[config.mk]
export PLATFORM = sky130hd
export DESIGN_NAME = escape_sequence_translator
export DESIGN_NICKNAME = d
export VERILOG_FILES = /design/src/hdl/est_pkg.sv /design/src/hdl/est_front.sv /design/src/hdl/est_queue.sv /design/src/hdl/est_back.sv /design/src/hdl/escape_sequence_translator.sv
export SDC_FILE = /design/constraint.sdc
export NUM_CORES = 1
export LEC_CHECK = 0
export BUFFER_PORTS_ARGS = -buffer_cell sky130_fd_sc_hd__buf_4
export CORE_ASPECT_RATIO = 0.5
export CORE_MARGIN = 2
export CORE_UTILIZATION = 50
export CTS_BUF_LIST = sky130_fd_sc_hd__clkbuf_8
export CTS_CLUSTER_DIAMETER = 100
export DETAILED_ROUTE_END_ITERATION = 6
export PLACE_DENSITY = 0.69
export SETUP_SLACK_MARGIN = 0.05
export SYNTH_ARGS = -nofsm -noshare
export SYNTH_HDL_FRONTEND = slang
export SYNTH_SLANG_ARGS = --single-unit
[constraint.sdc]
create_clock -name clk -period 5.22 [get_ports clk]
set_input_delay 0.522 -clock clk [delete_from_list [all_inputs] [get_ports clk]]
set_output_delay 0.522 -clock clk [all_outputs]
set_load 0.05 [all_outputs]
[src/hdl/est_pkg.sv]
`timescale 1ns / 1ps
package est_pkg;

  localparam int unsigned QueueDepthDefault = 4;

  localparam logic [7:0] CharBackslash = 8'h5c;
  localparam logic [7:0] CharLowerX    = 8'h78;

  // one queue entry: up to three bytes caused by one input transaction
  typedef struct packed {
    logic [2:0][7:0] bytes;   // bytes[0] goes out first
    logic [1:0]      count;   // 1 to 3
    logic            done;    // input carried the end-of-text mark
  } est_entry_t;

  typedef struct packed {
    logic       hit;
    logic [7:0] code;
  } ctrl_t;

  function automatic logic is_dec(input logic [7:0] c);
    return (c >= 8'h30) && (c <= 8'h39);
  endfunction

  function automatic logic is_hex(input logic [7:0] c);
    return is_dec(c) || ((c >= 8'h61) && (c <= 8'h66)) || ((c >= 8'h41) && (c <= 8'h46));
  endfunction

  function automatic logic [3:0] nibble(input logic [7:0] c);
    logic [3:0] n;
    n = 4'd0;
    if (is_dec(c)) begin
      n = c[3:0];
    end else if (is_hex(c)) begin
      n = c[3:0] + 4'd9;  // 'a'/'A' have low nibble 1
    end
    return n;
  endfunction

  function automatic ctrl_t control_code(input logic [7:0] c);
    ctrl_t r;
    r.hit  = 1'b1;
    r.code = 8'h00;
    case (c | 8'h20)
      8'h61: r.code = 8'h07;  // a
      8'h62: r.code = 8'h08;  // b
      8'h66: r.code = 8'h0c;  // f
      8'h6e: r.code = 8'h0a;  // n
      8'h72: r.code = 8'h0d;  // r
      8'h74: r.code = 8'h09;  // t
      8'h76: r.code = 8'h0b;  // v
      8'h65: r.code = 8'h1b;  // e
      default: r.hit = 1'b0;
    endcase
    // only letters fold by case; the OR also maps some non-letters
    if ((c < 8'h41) || ((c > 8'h5a) && (c < 8'h61))) begin
      r.hit = 1'b0;
    end
    return r;
  endfunction

endpackage

[src/hdl/est_front.sv]
`timescale 1ns / 1ps
module est_front import est_pkg::*; (
  input  logic       clk,
  input  logic       rst,
  input  logic       escape_enable,
  input  logic       accept,
  input  logic [7:0] in_char,
  input  logic       end_of_text,
  output logic       push,
  output est_entry_t push_entry
);

  typedef enum logic [2:0] {
    MODE_NORMAL = 3'd0,
    MODE_SLASH  = 3'd1,
    MODE_DEC1   = 3'd2,
    MODE_DEC2   = 3'd3,
    MODE_HEX1   = 3'd4,
    MODE_HEX2   = 3'd5
  } mode_t;

  mode_t      parse_mode, parse_mode_next;
  logic [7:0] held_first, held_first_next;
  logic [7:0] held_second, held_second_next;

  logic [7:0] bytes [3];
  logic [1:0] n;
  logic       run_plain;
  logic [7:0] dec_value;
  ctrl_t      ctrl;

  assign ctrl      = control_code(in_char);
  assign dec_value = {held_first[1:0], 6'b0} | {1'b0, held_second[3:0], 3'b0}
                   | {4'b0, in_char[3:0]};

  always_comb begin
    parse_mode_next  = MODE_NORMAL;
    held_first_next  = held_first;
    held_second_next = held_second;
    bytes[0] = 8'h00;
    bytes[1] = 8'h00;
    bytes[2] = 8'h00;
    n         = 2'd0;
    run_plain = 1'b0;

    if (!escape_enable) begin
      bytes[0] = in_char;
      n = 2'd1;
    end else begin
      case (parse_mode)
        MODE_SLASH: begin
          if (ctrl.hit) begin
            bytes[0] = ctrl.code;
            n = 2'd1;
          end else if (is_dec(in_char) && !end_of_text) begin
            held_first_next = in_char;
            parse_mode_next = MODE_DEC1;
          end else if ((in_char == CharLowerX) && !end_of_text) begin
            parse_mode_next = MODE_HEX1;
          end else begin
            bytes[0] = in_char;
            n = 2'd1;
          end
        end
        MODE_DEC1: begin
          if (is_dec(in_char) && !end_of_text) begin
            held_second_next = in_char;
            parse_mode_next  = MODE_DEC2;
          end else begin
            bytes[0] = held_first;
            n = 2'd1;
            run_plain = 1'b1;
          end
        end
        MODE_DEC2: begin
          if (is_dec(in_char)) begin
            bytes[0] = dec_value;
            n = 2'd1;
          end else begin
            bytes[0] = held_first;
            bytes[1] = held_second;
            n = 2'd2;
            run_plain = 1'b1;
          end
        end
        MODE_HEX1: begin
          if (is_hex(in_char) && !end_of_text) begin
            held_first_next = in_char;
            parse_mode_next = MODE_HEX2;
          end else begin
            bytes[0] = CharLowerX;
            n = 2'd1;
            run_plain = 1'b1;
          end
        end
        MODE_HEX2: begin
          if (is_hex(in_char)) begin
            bytes[0] = {nibble(held_first), nibble(in_char)};
            n = 2'd1;
          end else begin
            bytes[0] = CharLowerX;
            bytes[1] = held_first;
            n = 2'd2;
            run_plain = 1'b1;
          end
        end
        default: run_plain = 1'b1;
      endcase

      // reprocess the byte as plain text: it may open a new escape
      if (run_plain) begin
        if ((in_char == CharBackslash) && !end_of_text) begin
          parse_mode_next = MODE_SLASH;
        end else begin
          bytes[n] = in_char;
          n = n + 2'd1;
        end
      end
    end

    if (end_of_text) begin
      parse_mode_next  = MODE_NORMAL;
      held_first_next  = 8'h00;
      held_second_next = 8'h00;
    end
  end

  assign push             = accept && (n != 2'd0);
  assign push_entry.bytes = {bytes[2], bytes[1], bytes[0]};
  assign push_entry.count = n;
  assign push_entry.done  = end_of_text;

  always_ff @(posedge clk) begin
    if (rst) begin
      parse_mode  <= MODE_NORMAL;
      held_first  <= 8'h00;
      held_second <= 8'h00;
    end else if (accept) begin
      parse_mode  <= parse_mode_next;
      held_first  <= held_first_next;
      held_second <= held_second_next;
    end
  end

endmodule

[src/hdl/est_queue.sv]
`timescale 1ns / 1ps
module est_queue import est_pkg::*; #(
  parameter int unsigned QueueDepth = QueueDepthDefault
) (
  input  logic       clk,
  input  logic       rst,
  input  logic       push,
  input  est_entry_t push_entry,
  output logic       full,
  input  logic       pop,
  output logic       head_valid,
  output est_entry_t head
);

  localparam int unsigned PtrW = (QueueDepth > 1) ? $clog2(QueueDepth) : 1;
  localparam int unsigned CntW = $clog2(QueueDepth + 1);
  localparam logic [PtrW-1:0] LastPtr = PtrW'(QueueDepth - 1);
  localparam logic [CntW-1:0] FullCnt = CntW'(QueueDepth);

  est_entry_t     slots [QueueDepth];
  logic [PtrW-1:0] wr_ptr, rd_ptr;
  logic [CntW-1:0] count;
  logic            do_push, do_pop;

  assign full       = (count == FullCnt);
  assign head_valid = (count != '0);
  assign head       = slots[rd_ptr];
  assign do_push    = push && !full;
  assign do_pop     = pop && head_valid;

  always_ff @(posedge clk) begin
    if (do_push) begin
      slots[wr_ptr] <= push_entry;
    end
  end

  always_ff @(posedge clk) begin
    if (rst) begin
      wr_ptr <= '0;
      rd_ptr <= '0;
      count  <= '0;
    end else begin
      if (do_push) begin
        wr_ptr <= (wr_ptr == LastPtr) ? '0 : wr_ptr + 1'b1;
      end
      if (do_pop) begin
        rd_ptr <= (rd_ptr == LastPtr) ? '0 : rd_ptr + 1'b1;
      end
      if (do_push && !do_pop) begin
        count <= count + 1'b1;
      end else if (do_pop && !do_push) begin
        count <= count - 1'b1;
      end
    end
  end

endmodule

[src/hdl/est_back.sv]
`timescale 1ns / 1ps
module est_back import est_pkg::*; (
  input  logic       clk,
  input  logic       rst,
  input  logic       head_valid,
  input  est_entry_t head,
  output logic       pop,
  output logic       out_valid,
  input  logic       out_ready,
  output logic [7:0] out_char,
  output logic       last_of_run,
  output logic       text_done
);

  logic [1:0] idx;
  logic       load;
  logic       at_last;

  assign load    = head_valid && (!out_valid || out_ready);
  assign at_last = (idx == (head.count - 2'd1));
  assign pop     = load && at_last;

  // control: output valid and byte index within the head entry
  always_ff @(posedge clk) begin
    if (rst) begin
      out_valid <= 1'b0;
      idx       <= 2'd0;
    end else begin
      if (load) begin
        out_valid <= 1'b1;
        idx       <= at_last ? 2'd0 : idx + 2'd1;
      end else if (out_ready) begin
        out_valid <= 1'b0;
      end
    end
  end

  // payload
  always_ff @(posedge clk) begin
    if (load) begin
      out_char    <= head.bytes[idx];
      last_of_run <= at_last;
      text_done   <= at_last && head.done;
    end
  end

endmodule

[src/hdl/escape_sequence_translator.sv]
`timescale 1ns / 1ps
// Channel   Direction  Transaction moves
// s_axis    in         one source byte and its end-of-text mark
// m_axis    out        one translated byte, end-of-run flag, end-of-text mark
// cfg       in         escape_enable write, taken whenever cfg_wr_en is high
//
// Input accepts one transaction per cycle while the entry queue has room; the
// front decodes it in the same cycle and pushes it to the queue. The back sends
// one byte per cycle while the receiver is ready, one output transaction per
// byte; the queue (QueueDepth entries) absorbs bursts. Output bytes are
// registered. Reset (rst, synchronous) clears parse state, queue and output
// valid; the escape_enable register resets to 0 (pass-through).
module escape_sequence_translator import est_pkg::*; #(
  parameter int unsigned QueueDepth = QueueDepthDefault
) (
  input  logic       clk,
  input  logic       rst,
  // configuration
  input  logic       cfg_wr_en,
  input  logic       cfg_wr_data,     // escape_enable
  // input stream
  input  logic       s_axis_tvalid,
  output logic       s_axis_tready,
  input  logic [7:0] s_axis_tdata,    // [7:0] in_char
  input  logic       s_axis_tlast,    // end_of_text
  // output stream
  output logic       m_axis_tvalid,
  input  logic       m_axis_tready,
  output logic [7:0] m_axis_tdata,    // [7:0] out_char
  output logic       m_axis_tuser,    // last_of_run
  output logic       m_axis_tlast     // text_done
);

  logic       escape_enable;
  logic       accept;
  logic       push;
  est_entry_t push_entry;
  logic       full;
  logic       pop;
  logic       head_valid;
  est_entry_t head;

  // hold the mode bit; the user must write it only while the block is idle; the block does not enforce this
  always_ff @(posedge clk) begin
    if (rst) begin
      escape_enable <= 1'b0;
    end else if (cfg_wr_en) begin
      escape_enable <= cfg_wr_data;
    end
  end

  // stall input only when the queue is full; a pending output does not block
  assign s_axis_tready = !full;
  assign accept        = s_axis_tvalid && s_axis_tready;

  // front: classify each byte and build the bytes it causes
  est_front u_front (
    .clk           (clk),
    .rst           (rst),
    .escape_enable (escape_enable),
    .accept        (accept),
    .in_char       (s_axis_tdata),
    .end_of_text   (s_axis_tlast),
    .push          (push),
    .push_entry    (push_entry)
  );

  // queue: decouple decode from byte-by-byte delivery
  est_queue #(
    .QueueDepth (QueueDepth)
  ) u_queue (
    .clk        (clk),
    .rst        (rst),
    .push       (push),
    .push_entry (push_entry),
    .full       (full),
    .pop        (pop),
    .head_valid (head_valid),
    .head       (head)
  );

  // back: advance through each entry one byte per output transaction
  est_back u_back (
    .clk         (clk),
    .rst         (rst),
    .head_valid  (head_valid),
    .head        (head),
    .pop         (pop),
    .out_valid   (m_axis_tvalid),
    .out_ready   (m_axis_tready),
    .out_char    (m_axis_tdata),
    .last_of_run (m_axis_tuser),
    .text_done   (m_axis_tlast)
  );

endmodule

[Word-level counts from Yosys, hierarchy flattened]
Memories as Yosys holds them, arrays and structs flattened. A register that Yosys moved wholly into a read port is not among the register bits.
Index checks and enable logic that the tools add are counted.
Storage, ports and cells
  logic and storage cells: 184
  bits of input ports: 15
  memories: 1
  bits in registers: 40
  output and inout port bits: 12
  memory bits (writable): 108
Memories
  u_queue.slots: words 4, width 27, rd ports 1, clocked after Yosys merged registers in 1, wr ports 1, line est_queue.sv:20  | est_entry_t slots [QueueDepth];
Cells by class
  magnitude comparators: 18
  mux-type cells: 76
  $add $sub $neg: 9
  equal/unequal tests: 22
  reductions and logical operators: 43
  bitwise logic cells: 3
Operators with widths (number)
  $mux W8: 21
  $eq A7 B6 Y1 const B: 8
  $mux W24: 2
  $pmux W5 S8: 1
  $pmux W8 S5: 1
  $ge A8 B7 Y1 const B: 4
  $le A8 B7 Y1 const B: 4
  $pmux W8 S2: 2
  $mux W3: 10
  $mux W2: 13
  $bwmux W24: 1
  $logic_and A1 B1 Y1: 21
  $bmux W8 S2: 1
  $demux W8 S2: 1
  $eq A8 B7 Y1 const B: 2
  $ge A8 B6 Y1 const B: 2
  $le A8 B6 Y1 const B: 2
  $lt A8 B7 Y1 const B: 2
  $mux W16: 1
  $mux W1: 15
  $mux W4: 3
  $reduce_bool A2 Y1: 6
  $pmux W2 S5: 1
  $eq A3 B3 Y1 const B: 3
  other kinds (27): 44

[Longest topological paths before layout]
Gate-level depths: netlist (run 1).
  word-level depth: 19
  depth in mapped cells: 20

[By module]
From an unflattened synthesis (run 1), not the netlist that was laid out.
Unflattened totals
  cell total of the unflattened synthesis: 545
  area total of the unflattened synthesis: 7269.5 um^2
By module, submodules not included
  est_queue: seq. area each 3423.3 um^2, instances 1, cells an instance 191, area an instance 4400.5 um^2
  est_front: seq. area each 380.4 um^2, instances 1, cells an instance 287, area an instance 2158.3 um^2
  est_back: seq. area each 360.3 um^2, instances 1, cells an instance 62, area an instance 666.9 um^2
  escape_sequence_translator: seq. area each 20.0 um^2, instances 1, cells an instance 5, area an instance 43.8 um^2

[Worst setup path before layout (run 1)]
Ideal clock, no wire load.
  path type: input to register
  from: in s_axis_tdata[0]
  to: reg u_queue.count[2]
  cell stages on the path: 20
  path slack: 879 ps
  library setup time: 70 ps
  data arrival time: 4271 ps
  required time: 5150 ps
  cells stage by stage: clkbuf_1 -> inv_1 -> ha_1 -> buf_2 -> o21bai_1 -> a21o_1 -> buf_6 -> nor2_1 -> o311ai_0 -> a211oi_4 -> ha_1 -> nand4_1 -> mux2i_1 -> nor2_4 -> ha_1 -> inv_1 -> fa_1 -> xor2_1 -> or3_1 -> a21oi_1
On the way
  longest elaborated chain between the ends: 18
  elaborated cells between the ends (all ways): 60
  classes of those cells: add/sub: 1; order compare: 9; eq/ne: 10; mux: 21; reduce/logical: 19
RTL lines
  from (decl): line escape_sequence_translator.sv:24  | input logic [7:0] s_axis_tdata,
  $ge A8 B6 Y1 (tied with other cells): line est_pkg.sv:22  | return (c >= 8'h30) && (c <= 8'h39);
  $logic_and A1 B1 Y1 (on tied branches): line est_pkg.sv:22, est_pkg.sv:26
  $logic_or A1 B1 Y1 (2 in a row): line est_pkg.sv:26  | return is_dec(c) || ((c >= 8'h61) && (c <= 8'h66)) || ((c >= 8'h41) && (c <= 8'h46));
  $logic_and A1 B1 Y1: line est_front.sv:87  | if (is_hex(in_char) && !end_of_text) begin
  $mux W1: line est_front.sv:87
  $pmux W2 S5: line est_front.sv:50  | case (parse_mode)
  $mux W2: line est_front.sv:46  | if (!escape_enable) begin
  $add A2 B1 Y2: line est_front.sv:116  | n = n + 2'd1;
  (+2 left out)
  $mux W2 (*): line est_front.sv:46
  $reduce_bool A2 Y1 (*): line est_front.sv:128  | assign push = accept && (n != 2'd0);
  $logic_and A1 B1 Y1 (*): line est_front.sv:128
  $logic_and A1 B1 Y1 (*): line est_queue.sv:28  | assign do_push = push && !full;
  named net u_queue.do_push: line est_queue.sv:23  | logic do_push, do_pop;
  $logic_not A1 Y1: line est_queue.sv:51  | end else if (do_pop && !do_push) begin
  $logic_and A1 B1 Y1: line est_queue.sv:51
  $reduce_bool A2 Y1 (no line)
  to (signal assigned): line est_queue.sv:50  | count <= count + 1'b1;
  to (signal assigned): line est_queue.sv:52  | count <= count - 1'b1;
  to (decl): line est_queue.sv:22  | logic [CntW-1:0] count;
Mark *: on every way through the listed nets, which the timed path passes. The rest lies on a longest branch. The select of a mux whose other input is x is not followed.
A chain may end at the register's enable or synchronous reset.

[Worst setup path in the final report (run 1)]
Ends and elaborated chain as after synthesis.

==> impl_metrics.json, run 1 <==
{
  "layout-drive-gt1-share_pct": 16.8,
  "async_flop_share_pct": 0,
  "fin_hold_ws_ps": 314,
  "max-cap-violations": 0,
  "synth_edf_count": 118,
  "avgRoutedWirePerCell_um": 20.3,
  "drtPass1Iterations": 5,
  "syn_nets": 630,
  "post-route-min-period_ps": 4220,
  "power_frac_seq_pct": 46.7,
  "drt-total-wl_mm": 16.8,
  "num-fill-cells": 1206,
  "row_count": 31,
  "drt_iter0_drc": 569,
  "vias": 4884,
  "regArea_sq_mm": 0.00419,
  "cts_tree": "done",
  "fin_util_pct": 56.3,
  "cts_buffers": 17,
  "yosys.cell_types.count": 60,
  "power.switching_uw": 1100,
  "setup_violations": 0,
  "clock_path_buffers": 2,
  "post_cts_buffers": 0,
  "fin_setup_tns_ps": 0,
  "status": "finished, final reports clean",
  "dp_hpwl_mm": 11.2,
  "ir_drop_mv": 0.172,
  "cts_resized": 0,
  "hold_class": "in2reg",
  "worstSetupPathType": "in2reg",
  "boundaryPins": 27,
  "overflow": 0,
  "core_sq_mm": 0.0144,
  "dpl-instance-area_sq_mm": 0.00770,
  "synth_seq_cells": 150,
  "area_growth_pct": 10.5,
  "endpoint_kind": "flip-flop",
  "grt_pass1_vias": 4787,
  "fin_worst_skew_ps": 20.3,
  "slew_violations": 0,
  "worst-slew-pin-transition_ps": 906,
  "grt_usage_pct": 22.4,
  "die_w_um": 175,
  "ys.flop_type": "edfxtp_1",
  "gp_congestion": 0.932,
  "final-hold-violation-count": 0,
  "cts_root_buf": "clkbuf_8",
  "intPower_uw": 2220,
  "start_kind": "input pin",
  "cts_sinks": 150,
  "clk_pin_slew_ps": 90,
  "fin_area_sq_mm": 0.00812,
  "switching_share_pct": 33.1,
  "ys_seq_area_share_pct": 56.9,
  "synth_top_area_share_pct": 48.2,
  "worstSkewPairLatency_ps": 450,
  "netlist_area_sq_mm": 0.00735,
  "clockPowerShare_pct": 28.2,
  "power_density_mw_per_mm2": 408,
  "yosysWarnings": 0,
  "rsz0062_at_grt": "no",
  "synth_top_area_cell": "edfxtp_1",
  "initial_utilization_pct": 50.9,
  "final_antenna_net_count": 0,
  "clock.fmax_ghz": 0.237,
  "crit_fanout": 12,
  "die_h_um": 89.7,
  "multi_input_area_sq_mm": 0.00291,
  "portBuffers": 26,
  "htree_levels": 4,
  "grt_max_degree": 32,
  "comb_power_share_pct": 25.1,
  "antenna_found_initial": 0,
  "grt_pass1_wl_mm": 26.8,
  "fin_crit_sh_pct": 80.9,
  "diodes": 0,
  "synth.avg_cell_area_sq_um": 12.3,
  "worstPathArrival_ps": 4600,
  "nets": 650,
  "cts_hold_buf": 0,
  "p_leak_uw": 0.00284,
  "slew_headroom_pct": 39.2,
  "required_ps": 5600,
  "drc": 0,
  "yosys-top-cells-area": "edfxtp_1 48%, dfxtp_1 8.7%, mux4_2 8.3%",
  "via_per_inst": 5.90,
  "die_area_sq_mm": 0.0157,
  "syn_inst": 597
}
-- Yosys cell counts (8+ instances only) --
cell / number
dfxtp_1: 32
ha_1: 17
nand2_1: 54
a311oi_1: 8
clkbuf_1: 20
nor2b_1: 10
mux4_2: 27
edfxtp_1: 118
nor3_1: 8
mux2i_1: 26
a21oi_1: 28
a31oi_1: 8
inv_1: 26
nor2_1: 55
and2_1: 19
o21ai_0: 22
o22ai_1: 14
-- flip-flops by register name, summed over array words and instances (netlist names), 2 cells and up, named ones only --
name and flops:
u_back.idx 2, u_back.out_char 8, u_front.held_first 8, u_front.held_second 8, u_front.parse_mode 3, u_queue.count 3, u_queue.rd_ptr 2, u_queue.slots 108
u_queue.wr_ptr 2
-- power by group through the flow --
stage	registers, uW	logic (uW)	clock network, uW
after floorplan	1690	477	0
after global placement	1570	826	0
after detailed placement	1570	836	0
after CTS	1550	838	949
after global routing	1560	901	997
final	1550	832	934
-- path summary, 6_finish.rpt --
| kind | depth (start not counted) | to | slack, ps | start |
|---|---|---|---|---|
| max reg2reg | 15 | u_queue.count[2] | 1330 | u_front.parse_mode[0] |
| min reg2reg | 1 | u_front.held_second[7] | 470 | u_front.held_second[7] |
| min | 3 | escape_enable | 310 | cfg_wr_data |
| max | 18 | u_queue.count[2] | 1000 | s_axis_tdata[0] |
-- critical path, stage by stage --
cell	delay, ps
buf_4	160
inv_1	100
ha_1	310
o21bai_1	300
a21o_1	360
nor2_1	100
o311ai_0	550
a211oi_4	120
ha_1	340
nand4_1	90
mux2i_1	110
nor2_4	180
ha_1	220
inv_1	70
fa_1	420
xor2_1	170
or3_1	300
a21oi_1	140
-- cell usage in the layout (no fill, tap or decap), types with 7 or more instances in the layout --
cell / n
edfxtp_1: 118
nor2_1: 55
nand2_1: 54
buf_4: 35
dfxtp_1: 31
a21oi_1: 28
mux4_2: 27
inv_1: 26
mux2i_1: 26
o21ai_0: 22
and2_1: 19
ha_1: 17
clkbuf_8: 17
o22ai_1: 14
nor2b_1: 10
nor3_1: 8
a31oi_1: 8
a311oi_1: 8
nand3_1: 7
nand2b_1: 7
nor3b_1: 7
inv_6: 7
-- cell families after synthesis --
logic type | Yosys count | share of synthesized area [%]
compound gates | 120 | 11.0
xor+xnor | 7 | 0.834
fa+ha+maj | 18 | 3.17
buf+inv | 60 | 3.46
flops | 150 | 56.9
mux | 54 | 12.0
simple gates | 188 | 12.6
-- metal layers --
layer | track usage (%) | vias up | wire length (um)
met5 | 0 | - | 0
li1 | - | 2270 | -
met3 | 4.40 | 22 | 1060
met2 | 33.1 | 183 | 7370
met4 | 6.27 | 0 | 211
met1 | 34.0 | 2409 | 8130
-- stage by stage --
step           power (uW)  cells  worst slack (ps)
3_5_place_dp         2410    796               555
4_1_cts              3330    828              1020
3_3_place_gp         2390    796               704
5_1_grt              3460    828               716
2_1_floorplan        2170    597               879
6_report             3310    828               999
-- layout make-up --
type | instances | share of cell area (%)
timing repair buffer | 35 | 3.24
inverter | 26 | 1.20
clock inverter | 15 | 2.22
tap | 198 | 3.05
clock buffer | 17 | 2.88
multi-input combinational | 387 | 35.9
sequential | 150 | 51.5
(Power assumes the default switching activity.)
==> run 2, diff against run 1 <==
--- a/config.mk
+++ b/config.mk
@@ -5,6 +5,7 @@
 export SDC_FILE = /design/constraint.sdc
 export NUM_CORES = 1
 export LEC_CHECK = 0
+export ABC_AREA = 1
 export BUFFER_PORTS_ARGS = -buffer_cell sky130_fd_sc_hd__buf_4
 export CORE_ASPECT_RATIO = 0.5
 export CORE_MARGIN = 2
@@ -12,7 +13,7 @@
 export CTS_BUF_LIST = sky130_fd_sc_hd__clkbuf_8
 export CTS_CLUSTER_DIAMETER = 100
 export DETAILED_ROUTE_END_ITERATION = 6
-export PLACE_DENSITY = 0.69
+export PLACE_DENSITY = 0.71
 export SETUP_SLACK_MARGIN = 0.05
 export SYNTH_ARGS = -nofsm -noshare
 export SYNTH_HDL_FRONTEND = slang
==> constraint.sdc (replaced) <==
create_clock -name clk -period 3.5 [get_ports clk]
set_input_delay 0.35 -clock clk [delete_from_list [all_inputs] [get_ports clk]]
set_output_delay 0.35 -clock clk [all_outputs]
set_load 0.05 [all_outputs]
==> run 2 against run 1 <==
  * Hold slack got worse by 140 ps
  * Final cell count rose by 23%
  * Register-to-register slack got worse by 1100 ps
  * Via count rose by 20%
  * First-iteration DRC count rose by 15%
  * Clock-buffer cell count did not move
  * Utilization rose by 2.6 points
  * Final area rose by 4.8%
  * Critical path depth rose by 3
  * Non-clock buffer count rose by 33
==> impl_metrics.json, run 2 <==
{
  "status": "finished, final reports clean",
  "max_stage_delay_ps": 420,
  "worstSetupPathType": "reg2reg",
  "regArea_sq_mm": 0.00418,
  "required_ps": 3830,
  "die_w_um": 176,
  "endpoint_kind": "flip-flop",
  "yosysMostFrequentCell": "edfxtp_1",
  "slew_headroom_pct": 43.0,
  "drt_iter0_drc": 654,
  "grt_pass1_vias": 5659,
  "multi_input_area_sq_mm": 0.00287,
  "final-hold-violation-count": 0,
  "switching_share_pct": 35.4,
  "via_per_inst": 5.74,
  "fin_setup_tns_ps": 0,
  "layout-drive-gt1-share_pct": 19.0,
  "async_flop_share_pct": 0,
  "antenna_found_initial": 0,
  "syn_nets": 782,
  "max-cap-violations": 0,
  "boundaryPins": 27,
  "ys.flop_type": "edfxtp_1",
  "syn_inst": 749,
  "layout_common_cells": "118 x edfxtp_1, 106 x nor2_1, 91 x nand2_1",
  "cts_root_buf": "clkbuf_8",
  "overflow": 0,
  "synth_top_area_cell": "edfxtp_1",
  "yosys-top-cells-area": "edfxtp_1 48%, dfxtp_1 8.7%, nor2_1 5.6%",
  "fin_worst_skew_ps": 17.4,
  "hold_class": "in2reg",
  "cts_hold_buf": 0,
  "fin_crit_sh_pct": 93.8,
  "synth_seq_cells": 150,
  "drc": 0,
  "ys_seq_area_share_pct": 56.6,
  "yosys.cell_types.count": 52,
  "netlist_area_sq_mm": 0.00739,
  "yosysWarnings": 0,
  "drt-total-wl_mm": 18.9,
  "vias": 5842,
  "power.switching_uw": 1810,
  "diodes": 0,
  "row_count": 31,
  "synth.avg_cell_area_sq_um": 9.86,
  "die_h_um": 90.0,
  "cts_buffers": 17,
  "worstSkewPairLatency_ps": 440,
  "setup_slack_ps": 217,
  "synth_edf_count": 118,
  "clock.fmax_ghz": 0.305,
  "clk_pin_slew_ps": 90,
  "htree_levels": 4,
  "p_leak_uw": 0.00329,
  "intPower_uw": 3290,
  "area_growth_pct": 15.2,
  "grt_max_degree": 28,
  "start_kind": "flip-flop",
  "rsz0062_at_grt": "no",
  "worstPathArrival_ps": 3610,
  "final_antenna_net_count": 0,
  "synth_top_area_share_pct": 48.0,
  "dp_hpwl_mm": 12.9,
  "largest_reg_flops": 108,
  "top_register": "u_queue.slots",
  "final_common_cell": "edfxtp_1",
  "totalPowerFinal_uw": 5100,
  "grt_usage_pct": 24.8,
  "path_common_cell": "inv_1",
  "nets": 840,
  "grt_pass1_wl_mm": 29.9,
  "crit_chain": "inv_1 > or2_2 > nor2_1 > nand2_1 > a21boi_2 > nand2_2 > inv_2 > ha_1 > nand2_1 > o21a_1 > nand2_2 > nand4_4 > nand2_4 > inv_1 > ha_1 > inv_1 > fa_2 > a21oi_1 > o21ai_1 > o21ai_1 > a21oi_1",
  "cts_tree": "done",
  "avgRoutedWirePerCell_um": 18.5,
  "core_sq_mm": 0.0145,
  "comb_power_share_pct": 28.6,
  "initial_utilization_pct": 51.1,
  "clock_path_buffers": 2,
  "setup_violations": 0,
  "synth.cells.most_frequent": "118 x edfxtp_1, 111 x nor2_1, 92 x nand2_1, 81 x o21ai_0, 49 x inv_1",
  "num-fill-cells": 1239,
  "slew_violations": 0,
  "cts_sinks": 150,
  "ir_drop_mv": 0.249,
  "clockPowerShare_pct": 26.7,
  "portBuffers": 26,
  "gp_congestion": 0.954,
  "drtPass1Iterations": 5,
  "worst-slew-pin-transition_ps": 852,
  "post-route-min-period_ps": 3280,
  "critPathSlowestCell": "dfxtp_1",
  "crit_fanout": 4,
  "die_area_sq_mm": 0.0158,
  "power_frac_seq_pct": 44.7,
  "pre_cts_ws_ps": -42.9,
  "power_density_mw_per_mm2": 599
}
==> run 2: final timing paths <==
check                                              end  slack [ps]  depth (start not counted)                   start
worst min-delay path                     escape_enable         180                          3             cfg_wr_data
worst max-delay path                  u_queue.count[2]         220                         21   u_front.parse_mode[1]
worst min register to register  u_front.held_second[7]         470                          2  u_front.held_second[7]
worst max register to register        u_queue.count[2]         220                         21   u_front.parse_mode[1]
==> run 2: metrics by stage <==
stage / utilization [%] / hold WS (ps) / cell area [sq um] / cells
3_3_place_gp: 56.0 / 455 / 8100 / 986
5_1_grt: 58.8 / 169 / 8510 / 1018
2_1_floorplan: - / 419 / 7440 / 749
6_report: 58.8 / 176 / 8510 / 1018
4_1_cts: 58.8 / 158 / 8510 / 1018
3_5_place_dp: 56.0 / 464 / 8100 / 986
==> run 2: per-layer routing <==
layer | wire, um | vias up | track usage [%] | share of wire, %
met3 | 1770 | 20 | 5.75 | 9.4
met4 | 221 | 0 | 6.54 | 1.2
met2 | 8510 | 228 | 38.7 | 45
met5 | 0 | - | 0 | 0
met1 | 8340 | 2810 | 35.0 | 44
li1 | - | 2784 | - | -
==> run 2: layout make-up <==
type / instances / share of cell area [%]
clock buffers: 17 / 2.75
well taps: 198 / 2.91
inverters: 62 / 2.85
multi-input cells: 508 / 33.7
flip-flops and latches: 150 / 49.2
clock inverters: 15 / 2.01
repair buffers: 68 / 6.59
==> run 2: kinds of logic after synthesis <==
| family | after synthesis | share of synthesized area (%) |
|---|---|---|
| xor gates and xnor gates | 6 | 0.711 |
| and+or+nand+nor | 295 | 18.6 |
| adders and majority gates | 18 | 3.15 |
| buffers and inverters | 91 | 5.33 |
| AOI/OAI and AO/OA | 189 | 15.5 |
| DFF | 150 | 56.6 |
==> run 2: worst max-delay path, delay by kind of cell, from the launching register on <==
family | cells | cell delay (ps)
flip-flops | 1 | 420
adder cells (fa/ha/maj) | 3 | 780
buffers and inverters | 4 | 240
AO/OA/AOI/OAI | 6 | 710
AND/OR/NAND/NOR | 8 | 1020
==> run 2: power by group through the flow <==
stage / clock network, uW / registers, uW / logic (uW)
after floorplan: 0 / 2520 / 770
after global placement: 0 / 2310 / 1430
after detailed placement: 0 / 2320 / 1460
after CTS: 1370 / 2280 / 1460
after global routing: 1450 / 2300 / 1610
final: 1360 / 2280 / 1460
==> run 2: what timing repair did <==
item | in CTS | in global routing
setup endpoints to repair | 0 | 2
buffers inserted | 0 | 0
gates resized for setup | 0 | 1
==> run 3, diff against run 2 <==
--- a/config.mk
+++ b/config.mk
@@ -13,6 +13,7 @@
 export CTS_BUF_LIST = sky130_fd_sc_hd__clkbuf_8
 export CTS_CLUSTER_DIAMETER = 100
 export DETAILED_ROUTE_END_ITERATION = 6
+export GPL_TIMING_DRIVEN = 0
 export PLACE_DENSITY = 0.71
 export SETUP_SLACK_MARGIN = 0.05
 export SYNTH_ARGS = -nofsm -noshare
==> run 3 against run 2 <==
  * Hold slack worse by 52 ps
  * Non-clock buffer count rose by 2
  * Die area unchanged
  * Routed wire length is 3.2% higher
  * Utilization is 0.069 points higher
  * The run now ends with DRC left
  * Sequential share of layout area barely moved
  * Register-to-register slack got worse by 50 ps
  * Combinational power is 5% higher
  * Largest power group unchanged
  * Critical path depth fell by 9
  * Clock-buffer cell count did not move
  * Total power grew 0.54%
  * Sequential power about the same
==> impl_metrics.json, run 3 (synthesized netlist as in run 2, its figures left out) <==
{
  "start_kind": "flip-flop",
  "p_leak_uw": 0.00323,
  "post-route-min-period_ps": 3340,
  "rsz0062_at_grt": "no",
  "setup_violations": 0,
  "cts_hold_buf": 0,
  "worst-slew-pin-transition_ps": 931,
  "worstPathArrival_ps": 3400,
  "grt_use_met2_pct": 38.8,
  "met1_usage_pct": 33.8,
  "grtUsageMet3_pct": 7.32,
  "fin_crit_sh_pct": 95.3,
  "final_common_cell": "edfxtp_1",
  "clk_pin_slew_ps": 90,
  "grt_pass1_vias": 5539,
  "die_h_um": 90.0,
  "status": "finished with violations",
  "clock.fmax_ghz": 0.300,
  "slew_violations": 0,
  "fin_cells": 1021,
  "critPathTopFamily": "simple AND/OR/NAND/NOR gates",
  "core_sq_mm": 0.0145,
  "layout-drive-gt1-share_pct": 18.7,
  "fin_worst_skew_ps": 18.1,
  "area_growth_pct": 15.3,
  "max_stage_delay_ps": 660,
  "portBuffers": 24,
  "diodes": 0,
  "violations": "DRC",
  "cts_sinks": 150,
  "final-hold-violation-count": 0,
  "via_per_inst": 5.86,
  "initial_utilization_pct": 51.1,
  "cts_buffers": 17,
  "power_density_mw_per_mm2": 602,
  "row_count": 31,
  "nets": 843,
  "grt_usage_pct": 24.8,
  "required_ps": 3570,
  "antenna_found_initial": 0,
  "dpl.cell_count": 972,
  "drtPass1Iterations": 7,
  "gp_congestion": 0.971,
  "crit_fanout": 27,
  "vias": 5980,
  "critPathSlowestCell": "nor2_4",
  "worstSetupPathType": "reg2reg",
  "top_register": "u_queue.slots",
  "crit_chain": "nand2_1 > nor2_2 > nand4_2 > nand2_2 > ha_1 > nand2_1 > o21a_1 > nand2_2 > nand4_4 > nand2_8 > buf_4 > nor2_4",
  "hold_class": "in2reg",
  "ir_drop_mv": 0.325,
  "grt_pass1_wl_mm": 29.8,
  "die_w_um": 176,
  "max-cap-violations": 0,
  "worstSkewPairLatency_ps": 450,
  "boundaryPins": 27,
  "fin_util_pct": 58.9,
  "endpoint_kind": "flip-flop",
  "die_area_sq_mm": 0.0158,
  "clock_path_buffers": 2,
  "overflow": 0,
  "avgRoutedWirePerCell_um": 19.1,
  "crit_buf_inv": 1,
  "htree_levels": 4,
  "largest_reg_flops": 108,
  "cts_root_buf": "clkbuf_8",
  "grt_max_degree": 28,
  "drt_iter0_drc": 621,
  "drt-total-wl_mm": 19.5,
  "top_usage_layer": "met2",
  "layout_common_cells": "118 x edfxtp_1, 103 x nor2_1, 89 x nand2_1",
  "cts_tree": "done",
  "slew_headroom_pct": 37.8,
  "dp_hpwl_mm": 13.3,
  "final_antenna_net_count": 0,
  "drc": 1
}
[run 3: cell types whose count changed in the layout (fill, tap and decap cells not counted), moves of 3 or more]
cell,delta
buf_4,-22
clkbuf_1,+18
nor2_4,+8
buf_6,+7
buf_12,-4
nor2_2,-4
nor2_1,-3
[run 3: timing repair]
item	4_1_cts	5_1_grt
pin swaps	3	9
gates resized for setup	6	20
endpoints found under the setup margin	110	110
gates cloned	0	1
setup buffers	6	10
[run 3: path summary, 6_finish.rpt]
check	startpoint	endpoint	slack, ps	cells past startpoint
max	u_front.parse_mode[2]	u_queue.slots[2][13]	160	12
min	cfg_wr_data	escape_enable	120	3
max reg2reg	u_front.parse_mode[2]	u_queue.slots[2][13]	160	12
min reg2reg	u_front.held_second[6]	u_front.held_second[6]	460	2
[run 3: worst register-to-register path, cell delays in order (launching register included)]
cell     delay (ps)
dfxtp_1         460
nand2_1         130
nor2_2          320
nand4_2         300
nand2_2         170
ha_1            240
nand2_1          70
o21a_1          140
nand2_2          70
nand4_4         120
nand2_8          70
buf_4           180
nor2_4          660
[run 3: where the power goes]
group | internal, uW | total (uW) | switching (uW)
registers | 2180 | 2260 | 77.0
logic | 463 | 1540 | 1080
clock network | 593 | 1330 | 737
total | 3240 | 5130 | 1890
[run 3: final cells by class]
| class | instances | area, sq um |
|---|---|---|
| Timing Repair Buffer | 41 | 319 |
| Inverter | 62 | 254 |
| Clock inverter | 15 | 161 |
| Clock buffer | 17 | 234 |
| Fill cell | 1221 | 5950 |
| Multi-Input combinational cell | 509 | 2960 |
| Tap cell | 198 | 248 |
| Buffer | 29 | 156 |
| Sequential cell | 150 | 4190 |
[run 3: metal layers]
metal | share of wire, % | vias to the layer above
met5 | 0 | -
met4 | 1.7 | 0
met2 | 45 | 278
met3 | 9.8 | 38
li1 | - | 2794
met1 | 43 | 2870
[run 3: metrics by stage]
stage | total power, uW | TNS [ps] | hold slack, ps | instance area [sq um] | setup slack [ps]
4_1_cts | 5080 | 0 | 109 | 8380 | 80.0
2_1_floorplan | 3290 | 0 | 419 | 7440 | 56.1
6_report | 5130 | 0 | 124 | 8520 | 163
3_3_place_gp | 3710 | -110260 | 456 | 7870 | -1070
3_5_place_dp | 3770 | -60900 | 457 | 7910 | -662
5_1_grt | 5350 | 0 | 110 | 8520 | 46.5
